$ cat src/sv/spdn_pkg.sv
package spdn_pkg;

	// Table size default
	localparam int TableSlotsDefault = 16;

	// Depth of the queue between front and back (power of two)
	localparam int QueueDepth = 4;

	// Header classification constants
	localparam logic [15:0] EthertypeIp = 16'h0800;
	localparam logic [7:0]  IpprotoTcp  = 8'd6;
	localparam logic [7:0]  IpprotoUdp  = 8'd17;

	// Item kinds
	localparam logic FuncXlate = 1'b0;
	localparam logic FuncLoad  = 1'b1;

	// Classified header as it travels from front to back
	typedef struct packed {
		logic        hit;
		logic [15:0] orig_port;
		logic [31:0] orig_addr;
		logic [15:0] map_port;
		logic [31:0] new_addr;
	} spdn_item_t;

endpackage

$ cat src/sv/spdn_front.sv
module spdn_front #(
	parameter int TableSlots = spdn_pkg::TableSlotsDefault
) (
	input  logic                clk,
	input  logic                arst_n,
	input  logic                push,
	output logic                full,
	input  logic                func,
	input  logic [15:0]         ether_kind,
	input  logic [7:0]          ip_protocol,
	input  logic [15:0]         dest_port,
	input  logic [31:0]         dest_addr,
	input  logic [3:0]          slot_index,
	input  logic                slot_enable,
	input  logic [15:0]         slot_match_port,
	input  logic [31:0]         slot_new_addr,
	input  logic [15:0]         slot_new_port,
	input  logic                q_full,
	output logic                q_push,
	output spdn_pkg::spdn_item_t q_item
);

	localparam int IdxW = (TableSlots > 1) ? $clog2(TableSlots) : 1;

	// Slot table: every entry is compared in parallel
	logic [TableSlots-1:0] slot_valid_q;
	logic [15:0]           slot_key_q  [TableSlots];
	logic [31:0]           slot_addr_q [TableSlots];
	logic [15:0]           slot_port_q [TableSlots];

	logic                 valid_s1;
	spdn_pkg::spdn_item_t item_s1;

	logic                 accept;
	logic                 s1_ready;
	logic [IdxW+3:0]      idx_ext;
	logic [IdxW-1:0]      wr_idx;
	logic                 wr_in_range;
	logic                 is_l4;
	spdn_pkg::spdn_item_t item_d;

	// Handshake
	assign s1_ready = !valid_s1 || !q_full;
	assign full     = !s1_ready;
	assign accept   = push && s1_ready;
	assign q_push   = valid_s1 && !q_full;
	assign q_item   = item_s1;

	// Load address decode; indexes past the table are dropped
	assign idx_ext     = {{IdxW{1'b0}}, slot_index};
	assign wr_in_range = idx_ext < (IdxW + 4)'(TableSlots);
	assign wr_idx      = idx_ext[IdxW-1:0];

	// Header classification and lowest-slot match
	assign is_l4 = (ether_kind == spdn_pkg::EthertypeIp) &&
		((ip_protocol == spdn_pkg::IpprotoTcp) || (ip_protocol == spdn_pkg::IpprotoUdp));

	always_comb begin
		item_d.hit       = 1'b0;
		item_d.orig_port = dest_port;
		item_d.orig_addr = dest_addr;
		item_d.map_port  = dest_port;
		item_d.new_addr  = dest_addr;
		// walk downward so the lowest matching slot is the last to win
		for (int i = TableSlots - 1; i >= 0; i--) begin
			if (is_l4 && slot_valid_q[i] && (slot_key_q[i] == dest_port)) begin
				item_d.hit      = 1'b1;
				item_d.map_port = slot_port_q[i];
				item_d.new_addr = slot_addr_q[i];
			end
		end
	end

	// Valid marks
	always_ff @(posedge clk or negedge arst_n) begin
		if (!arst_n) begin
			slot_valid_q <= '0;
		end else if (accept && (func == spdn_pkg::FuncLoad) && wr_in_range) begin
			slot_valid_q[wr_idx] <= slot_enable;
		end
	end

	// Slot contents
	always_ff @(posedge clk) begin
		if (accept && (func == spdn_pkg::FuncLoad) && wr_in_range) begin
			slot_key_q[wr_idx]  <= slot_match_port;
			slot_addr_q[wr_idx] <= slot_new_addr;
			slot_port_q[wr_idx] <= slot_new_port;
		end
	end

	// Stage 1 control
	always_ff @(posedge clk or negedge arst_n) begin
		if (!arst_n) begin
			valid_s1 <= 1'b0;
		end else if (s1_ready) begin
			valid_s1 <= accept && (func == spdn_pkg::FuncXlate);
		end
	end

	// Stage 1 payload
	always_ff @(posedge clk) begin
		if (accept && (func == spdn_pkg::FuncXlate)) begin
			item_s1 <= item_d;
		end
	end

endmodule

$ cat src/sv/spdn_queue.sv
module spdn_queue #(
	parameter int Depth = spdn_pkg::QueueDepth
) (
	input  logic                 clk,
	input  logic                 arst_n,
	input  logic                 wr_en,
	input  spdn_pkg::spdn_item_t wr_item,
	output logic                 q_full,
	input  logic                 rd_en,
	output spdn_pkg::spdn_item_t rd_item,
	output logic                 q_empty
);

	localparam int PtrW = (Depth > 1) ? $clog2(Depth) : 1;
	localparam int CntW = $clog2(Depth + 1);

	spdn_pkg::spdn_item_t mem_q [Depth];
	logic [PtrW-1:0]      wr_ptr_q;
	logic [PtrW-1:0]      rd_ptr_q;
	logic [CntW-1:0]      count_q;
	logic                 do_wr;
	logic                 do_rd;

	assign q_full  = (count_q == CntW'(Depth));
	assign q_empty = (count_q == '0);
	assign do_wr   = wr_en && !q_full;
	assign do_rd   = rd_en && !q_empty;
	assign rd_item = mem_q[rd_ptr_q];

	// Storage
	always_ff @(posedge clk) begin
		if (do_wr) begin
			mem_q[wr_ptr_q] <= wr_item;
		end
	end

	// Pointers and fill count
	always_ff @(posedge clk or negedge arst_n) begin
		if (!arst_n) begin
			wr_ptr_q <= '0;
			rd_ptr_q <= '0;
			count_q  <= '0;
		end else begin
			if (do_wr) begin
				wr_ptr_q <= (wr_ptr_q == PtrW'(Depth - 1)) ? '0 : wr_ptr_q + 1'b1;
			end
			if (do_rd) begin
				rd_ptr_q <= (rd_ptr_q == PtrW'(Depth - 1)) ? '0 : rd_ptr_q + 1'b1;
			end
			if (do_wr && !do_rd) begin
				count_q <= count_q + 1'b1;
			end else if (do_rd && !do_wr) begin
				count_q <= count_q - 1'b1;
			end
		end
	end

endmodule

$ cat src/sv/spdn_back.sv
module spdn_back (
	input  logic                 clk,
	input  logic                 arst_n,
	input  logic                 q_empty,
	input  spdn_pkg::spdn_item_t q_item,
	output logic                 q_pop,
	output logic                 empty,
	input  logic                 pop,
	output logic [15:0]          xlat_port,
	output logic [31:0]          out_addr,
	output logic                 translated
);

	logic        out_valid_q;
	logic [15:0] xlat_port_q;
	logic [31:0] out_addr_q;
	logic        translated_q;
	logic        take;

	// Pull from the queue whenever the output register is free or drains
	assign take  = !q_empty && (!out_valid_q || pop);
	assign q_pop = take;
	assign empty = !out_valid_q;

	assign xlat_port  = xlat_port_q;
	assign out_addr   = out_addr_q;
	assign translated = translated_q;

	// Output valid
	always_ff @(posedge clk or negedge arst_n) begin
		if (!arst_n) begin
			out_valid_q <= 1'b0;
		end else if (!out_valid_q || pop) begin
			out_valid_q <= !q_empty;
		end
	end

	// Apply the rewrite
	always_ff @(posedge clk) begin
		if (take) begin
			xlat_port_q  <= q_item.hit ? q_item.map_port : q_item.orig_port;
			out_addr_q   <= q_item.hit ? q_item.new_addr : q_item.orig_addr;
			translated_q <= q_item.hit;
		end
	end

endmodule

$ cat src/sv/static_port_dnat_rewrite.sv
// Static destination NAT (port forwarding).
// Input queue side: push / full. An item is taken on a clock edge with push
// high and full low. func selects a header request (translate) or a load
// request that writes one table slot: valid mark, match port, new address
// and new port. Load requests give no result; a load with an index past the
// table is dropped.
// Result queue side: empty / pop. The oldest result sits on xlat_port,
// out_addr and translated while empty is low; pop takes it.
// A TCP or UDP IPv4 header whose port matches a valid slot is rewritten from
// the lowest matching slot; anything else passes through.
// A header passes the stage register, the queue and the result register before
// it is shown. One request per cycle is taken while full stays low; the
// slot compare, priority pick and stage register set that figure.
// A load takes effect for every header taken after it.
// When pop stays low the result holds; the result register, a four-entry
// queue and the front stage fill up, and full rises only when all are used.
// Reset (arst_n low) clears all valid marks and empties every stage.
module static_port_dnat_rewrite #(
	parameter int TableSlots = spdn_pkg::TableSlotsDefault
) (
	input  logic        clk,
	input  logic        arst_n,
	input  logic        push,
	output logic        full,
	input  logic        func,
	input  logic [15:0] ether_kind,
	input  logic [7:0]  ip_protocol,
	input  logic [15:0] dest_port,
	input  logic [31:0] dest_addr,
	input  logic [3:0]  slot_index,
	input  logic        slot_enable,
	input  logic [15:0] slot_match_port,
	input  logic [31:0] slot_new_addr,
	input  logic [15:0] slot_new_port,
	output logic        empty,
	input  logic        pop,
	output logic [15:0] xlat_port,
	output logic [31:0] out_addr,
	output logic        translated
);

	logic                 q_full;
	logic                 q_push;
	logic                 q_empty;
	logic                 q_pop;
	spdn_pkg::spdn_item_t front_item;
	spdn_pkg::spdn_item_t back_item;

	// Table and classification
	spdn_front #(
		.TableSlots(TableSlots)
	) u_front (
		.clk             (clk),
		.arst_n          (arst_n),
		.push            (push),
		.full            (full),
		.func            (func),
		.ether_kind      (ether_kind),
		.ip_protocol     (ip_protocol),
		.dest_port       (dest_port),
		.dest_addr       (dest_addr),
		.slot_index      (slot_index),
		.slot_enable     (slot_enable),
		.slot_match_port (slot_match_port),
		.slot_new_addr   (slot_new_addr),
		.slot_new_port   (slot_new_port),
		.q_full          (q_full),
		.q_push          (q_push),
		.q_item          (front_item)
	);

	// Decoupling queue
	spdn_queue #(
		.Depth(spdn_pkg::QueueDepth)
	) u_queue (
		.clk     (clk),
		.arst_n  (arst_n),
		.wr_en   (q_push),
		.wr_item (front_item),
		.q_full  (q_full),
		.rd_en   (q_pop),
		.rd_item (back_item),
		.q_empty (q_empty)
	);

	// Rewrite and result register
	spdn_back u_back (
		.clk        (clk),
		.arst_n     (arst_n),
		.q_empty    (q_empty),
		.q_item     (back_item),
		.q_pop      (q_pop),
		.empty      (empty),
		.pop        (pop),
		.xlat_port  (xlat_port),
		.out_addr   (out_addr),
		.translated (translated)
	);

endmodule

$ cat config.mk
export PLATFORM = sky130hd
export DESIGN_NAME = static_port_dnat_rewrite
export DESIGN_NICKNAME = d
export VERILOG_FILES = /design/src/sv/spdn_pkg.sv /design/src/sv/spdn_front.sv /design/src/sv/spdn_queue.sv /design/src/sv/spdn_back.sv /design/src/sv/static_port_dnat_rewrite.sv
export SDC_FILE = /design/constraint.sdc
export NUM_CORES = 2
export LEC_CHECK = 0
export BUFFER_PORTS_ARGS = -buffer_cell sky130_fd_sc_hd__buf_2
export CAP_MARGIN = 20
export CORE_UTILIZATION = 35
export DETAILED_ROUTE_END_ITERATION = 8
export PLACE_DENSITY = 0.59
export REMOVE_ABC_BUFFERS = 1
export SYNTH_ARGS = -nofsm -noshare
export SYNTH_HDL_FRONTEND = slang
export SYNTH_SLANG_ARGS = --single-unit
$ cat constraint.sdc
create_clock -name clk -period 5.8 [get_ports clk]
set_input_delay 1.16 -clock clk [delete_from_list [all_inputs] [get_ports clk]]
set_output_delay 1.16 -clock clk [all_outputs]
set_load 0.02 [all_outputs]
Word level (Yosys, flattened, before mapping)
Memories as Yosys holds them, arrays and structs flattened. Index checks and enable logic that the tools add are counted.

Register bits after elaboration: 171. Memory bits (writable): 1412. Word-level logic and storage cells: 135. Memories kept: 4.

Memory list: u_front.slot_addr_q (words 16, width 32, rd ports 16, clocked after memory_dff 0, write ports 1, line spdn_front.sv:28) `logic [31:0] slot_addr_q [TableSlots];`; u_queue.mem_q (words 4, width 97, rd ports 1, clocked after memory_dff 0, write ports 1, line spdn_queue.sv:17) `spdn_pkg::spdn_item_t mem_q [Depth];`; u_front.slot_key_q (words 16, width 16, rd ports 16, clocked after memory_dff 0, write ports 1, line spdn_front.sv:27) `logic [15:0] slot_key_q [TableSlots];`; u_front.slot_port_q (words 16, width 16, rd ports 16, clocked after memory_dff 0, write ports 1, line spdn_front.sv:29) `logic [15:0] slot_port_q [TableSlots];`.

Add/subtract/negate cells: 4. Magnitude comparators: 3. Eq/ne operators: 22. Mux-type cells: 30. Bitwise operators: 1. Reduce and logical (&&, ||, !) cells: 57.

Operator list (number): 2-to-1 mux 48 bit (16); equality test 16 bit (16); logical AND 1 bit (44); 2-to-1 mux 32 bit (1); bitwise mux 16 bit (1); equality test 16 x 12 -> 1 bit, second input constant (1); 2-to-1 mux 16 bit (1); OR reduction 15 bit (1); less-than comparator 4 x 5 -> 1 bit, second input constant (2); equality test 8 x 3 -> 1 bit, second input constant (1); equality test 8 x 5 -> 1 bit, second input constant (1); zero test 1 bit (7); 2-to-1 mux 1 bit (6); 2-to-1 mux 3 bit (2); adder 2 x 1 -> 2 bit, second input constant (2); demux 1 bit (select 4 bit) (1); equality test 2 bit, second input constant (2); >= comparator 4 x 1 -> 1 bit, second input constant (1); 2-to-1 mux 2 bit (2); adder 3 x 1 -> 3 bit, second input constant (1); equality test 3 bit, second input constant (1); zero test 3 bit (1); logical OR 1 bit (3); subtractor 3 x 1 -> 3 bit, second input constant (1); other kinds (2) (2).

Logic depth before layout (Yosys ltp)
Depth in word-level cells: 21. Depth in mapped cells: 13. Gate-level depth less buffers: 9.

Cells and area by module
A second synthesis with hierarchy kept.

Cell total of the unflattened synthesis: 3735. Area, all modules: 62882.8 um2.

Modules (own cells, without submodules): spdn_front (times used 1, cells each 3084, area an instance 46288.1 um2, seq. area each 34087.7 um2); spdn_queue (times used 1, cells each 544, area an instance 14421.3 um2, seq. area each 11826.3 um2); spdn_back (times used 1, cells each 107, area an instance 2173.3 um2, seq. area each 1496.4 um2).

Worst setup path before layout
Ideal clock, no wire load.

Path kind: input to register. From: in func. To: reg u_front.slot_valid_q[0]. Library setup time: 87 ps. Arrival time: 6778 ps. Data required time: 5713 ps. Path slack: -1065 ps. Cell stages on the path: 4. Path buffers: 0. Cell sequence: nand3_1 or3_1 nor3_1 mux2_2.

Word-level cells in the longest chain between the ends: 2.

Ends and longest elaborated chain: start, declared (line static_port_dnat_rewrite.sv:25) `input logic func,`; logical AND 1 bit (2 in a row) (line spdn_front.sv:78) `end else if (accept && (func == spdn_pkg::FuncLoad) && wr_in_range) begin`; end signal, assigned by index (line spdn_front.sv:79) `slot_valid_q[wr_idx] <= slot_enable;`; end, declared (line spdn_front.sv:26) `logic [TableSlots-1:0] slot_valid_q;`.

Every way passes these cells. A chain may end at the register's enable or synchronous reset.

==> flow_summary.ini <==
[clock_network]
cts_buffers = 163
cts-root-buf = clkbuf_16
clockBufferDepth = 3
cts_resized = 0
path_clk_slew_ns = 0.06
clkLatencyLatePin_ns = 0.80
cts.sinks = 1583
tritoncts = yes
htreeDepth = 4
holdBufCountCts = 0
post_cts_buffers = 0

[timing]
post-route-period-util_pct = 72.95
fin_setup_tns_ns = 0
fmax_mhz = 236.3
slew_headroom_pct = 28.64
tightestPinTransition_ns = 1.062
finalMaxSlewViolations = 0
rsz0062_at_grt = no
setup-violations-final = 0
final_hold_viol_count = 0
finClkSkew_ns = 0.04311
min_period_ns = 4.231

[placed_design]
gp_congestion = 0.8278
dp_hpwl_um = 102500
portBuffers = 196

[routing]
drc = 0
ant_nets = 0
viasPerCell = 5.573
vias = 35680
dr.pass1.iters = 7
drt_iter0_drc = 3763
drt_wl_total_um = 178500
wire_per_inst_um = 27.89

[hold_path]
hold_end = u_queue.mem_q[0][64]
hold_depth = 0
hp-start = u_front.q_item[64]
min_path_type = reg -> reg

[global_routing]
track_usage_pct = 19.52
grt_pass1_wl_um = 255300
grt_start_max_net_pins = 66
antenna_found_initial = 25
grt_pass1_vias = 35690
overflow = 0

[yosys]
synth_cell_types = 79
yosysWarnings = 0
postSynthAreaPerCell_um2 = 17.30
syn_area_um2 = 62950
synth_edf_count = 1558
synthCells = 3639
yosysSeqAreaShare_pct = 75.31
yosys_most_used_dff = edfxtp_1
async_flop_share_pct = 1.579
synth-seq-cells = 1583

[floorplan]
ios = 197
die_y_um = 426.1
die_area_um2 = 181600
rows = 155
die_w_um = 426.1
initial_core_util_pct = 35.25
core_um2 = 178600

[setup_path]
crit_top_cell = buf_4
slowest_delay_ns = 0.57
endpoint_kind = flip-flop
critPathSlowestCell = nor3_1
crit_arrival_ns = 4.77
critPathKind = in -> reg
critPathLaunchType = input port
cp.required_ns = 6.33
crit_fanout = 45
reg2reg_slack_ns = 2.00
path_cells = buf_2 -> buf_4 -> buf_4 -> xnor2_1 -> and4b_1 -> nand3_1 -> nor3_1 -> nand3b_1 -> buf_12 -> o2bb2ai_1 -> nor4_1 -> o31a_1 -> or2_1
regToRegStartpoint = u_front.slot_key_q[9][12]
r2r_cells = 9
r2r_end = u_front.q_item[13]

[run_status]
status = finished clean

[layout]
final-seq-area_um2 = 47420
multi_input_area_um2 = 14570
drive_above_1_share_pct = 19.64
final_util_pct = 40.61
fin_nets = 4060
nFillCells = 15970
area_delta_synth_final_pct = 15.23

[power]
power_density_nw_per_um2 = 373.3
irDropWorstVdd_mv = 0.2954
power.leakage_nw = 23.33

[flow_run]
cap_violations = 0
## worst max path at each step
stage | from | end | slack (ns) | cells after the start
floorplan | ether_kind[15] | u_front.q_item[45] | -1.90 | 9
global placement | dest_port[15] | u_front.q_item[20] | 0.84 | 13
detailed placement | dest_port[5] | u_front.q_item[10] | 0.85 | 10
CTS | dest_port[5] | u_front.q_item[10] | 1.69 | 10
global route | dest_port[5] | u_front.q_item[20] | 1.51 | 12
finish | dest_port[15] | u_front.q_item[20] | 1.57 | 13
## layer usage
layer  GRT usage [%]  part of all wire, %  vias up
li1                -                    -    15130
met1           27.03                   42    18510
met2           31.22                   47     1703
met3           3.258                  8.0      339
met4           6.404                  3.0        2
met5               0               0.0073        -
## flip-flops by register name, summed over array words and instances (netlist names)
name / count
u_front.slot_port_q: 256
u_front.q_item: 97
u_queue.wr_ptr_q: 2
u_back.out_valid_q: 1
u_front.slot_addr_q: 512
u_back.out_addr: 32
u_back.translated: 1
u_back.xlat_port: 16
u_front.slot_key_q: 256
u_queue.rd_ptr_q: 2
u_queue.mem_q: 388
u_front.valid_s1: 1
u_front.slot_valid_q: 16
u_queue.count_q: 3
## synth_stat cells (5+ instances only)
master,number,area (um2)
a21o_1,15,112.6
a21o_4,30,450.4
a21oi_1,56,280.3
a221oi_1,90,788.3
a2bb2oi_1,5,43.79
a31oi_1,46,287.8
a32oi_1,46,402.9
and2_1,8,50.05
and3_1,11,68.82
buf_1,17,63.81
buf_2,47,235.2
buf_4,18,135.1
buf_6,16,180.2
clkbuf_1,111,416.7
dfrtp_1,25,625.6
edfxtp_1,1558,46780
ha_1,6,75.07
inv_1,61,229.0
mux2_2,67,754.5
mux2i_1,49,490.5
mux4_2,97,2185
nand2_1,105,394.1
nand2b_1,7,43.79
nand3_1,36,180.2
nand4_1,28,175.2
nand4b_1,11,96.34
nor2_1,144,540.5
nor3_1,111,555.5
nor3b_1,19,142.6
nor4_1,91,569.3
o21ai_0,51,255.2
o221ai_1,46,402.9
o22ai_1,46,287.8
o2bb2ai_1,40,350.3
o31a_1,44,385.4
or2_1,85,531.8
or3_1,48,300.3
or4_1,12,90.09
xnor2_1,123,1077
xor2_1,139,1217
## stage by stage
step / std cells / setup WS, ns / total power, W / hold WS, ns / instance area [um2]
final: 6402 / 1.569 / 0.02708 / 0.4943 / 72540
after floorplan: 3430 / -1.903 / 0.01608 / 0.4587 / 61920
after CTS: 6393 / 1.693 / 0.02741 / 0.4879 / 72520
after detailed placement: 6097 / 0.8492 / 0.01730 / 0.4909 / 67410
after global routing: 6398 / 1.515 / 0.02800 / 0.4963 / 72530
after global placement: 6096 / 0.8383 / 0.01724 / 0.4696 / 67390
## worst max-delay path, delay by kind of cell
| kind | cells | cell delay, ns |
|---|---|---|
| buf+inv | 4 | 1.19 |
| xor+xnor | 1 | 0.19 |
| simple gates | 6 | 1.48 |
| compound gates | 2 | 0.67 |
## power breakdown
part,internal (W),total [W],switching (W)
Sequential,0.0134,0.0137,0.000266
Clock,0.00568,0.0101,0.00446
Combinational,0.00137,0.00325,0.00187
## cell usage in the layout (no fill, tap or decap), drive strengths merged, types with 6 or more instances in the layout
cell type,count
a21o,45
a21oi,57
a221oi,90
a31oi,46
a32oi,46
and2,8
and3,11
buf,312
bufinv,9
clkbuf,204
clkinv,70
dfrtp,25
diode,9
edfxtp,1558
ha,6
inv,71
mux2,67
mux2i,49
mux4,97
nand2,105
nand2b,7
nand3,36
nand4,28
nand4b,11
nor2,147
nor3,112
nor3b,19
nor4,97
o21ai,55
o221ai,46
o22ai,46
o2bb2ai,40
o31a,44
or2,89
or3,48
or4,13
xnor2,123
xor2,139
## logic make-up (layout without fill, tap and decap cells)
logic type      after synthesis  count (layout)  synth area share (%)
xor+xnor                    262             262                 3.645
fa+ha+maj                     7               7                0.1510
flops                      1583            1583                 75.31
compound gates              548             548                 6.881
mux                         213             213                 5.448
buf+inv                     270             669                 2.001
simple gates                756             756                 6.563
other cells                   0               9                     0
## area by class of cell
type / instances / share of cell area [%]
diodes: 9 / 0.03105
clock buffers: 204 / 5.919
clock inverters: 92 / 1.130
inverters: 61 / 0.3156
multi-input cells: 1786 / 20.09
flip-flops and latches: 1583 / 65.37
well taps: 2355 / 4.062
repair buffers: 312 / 3.087
(Power assumes the default switching activity.)
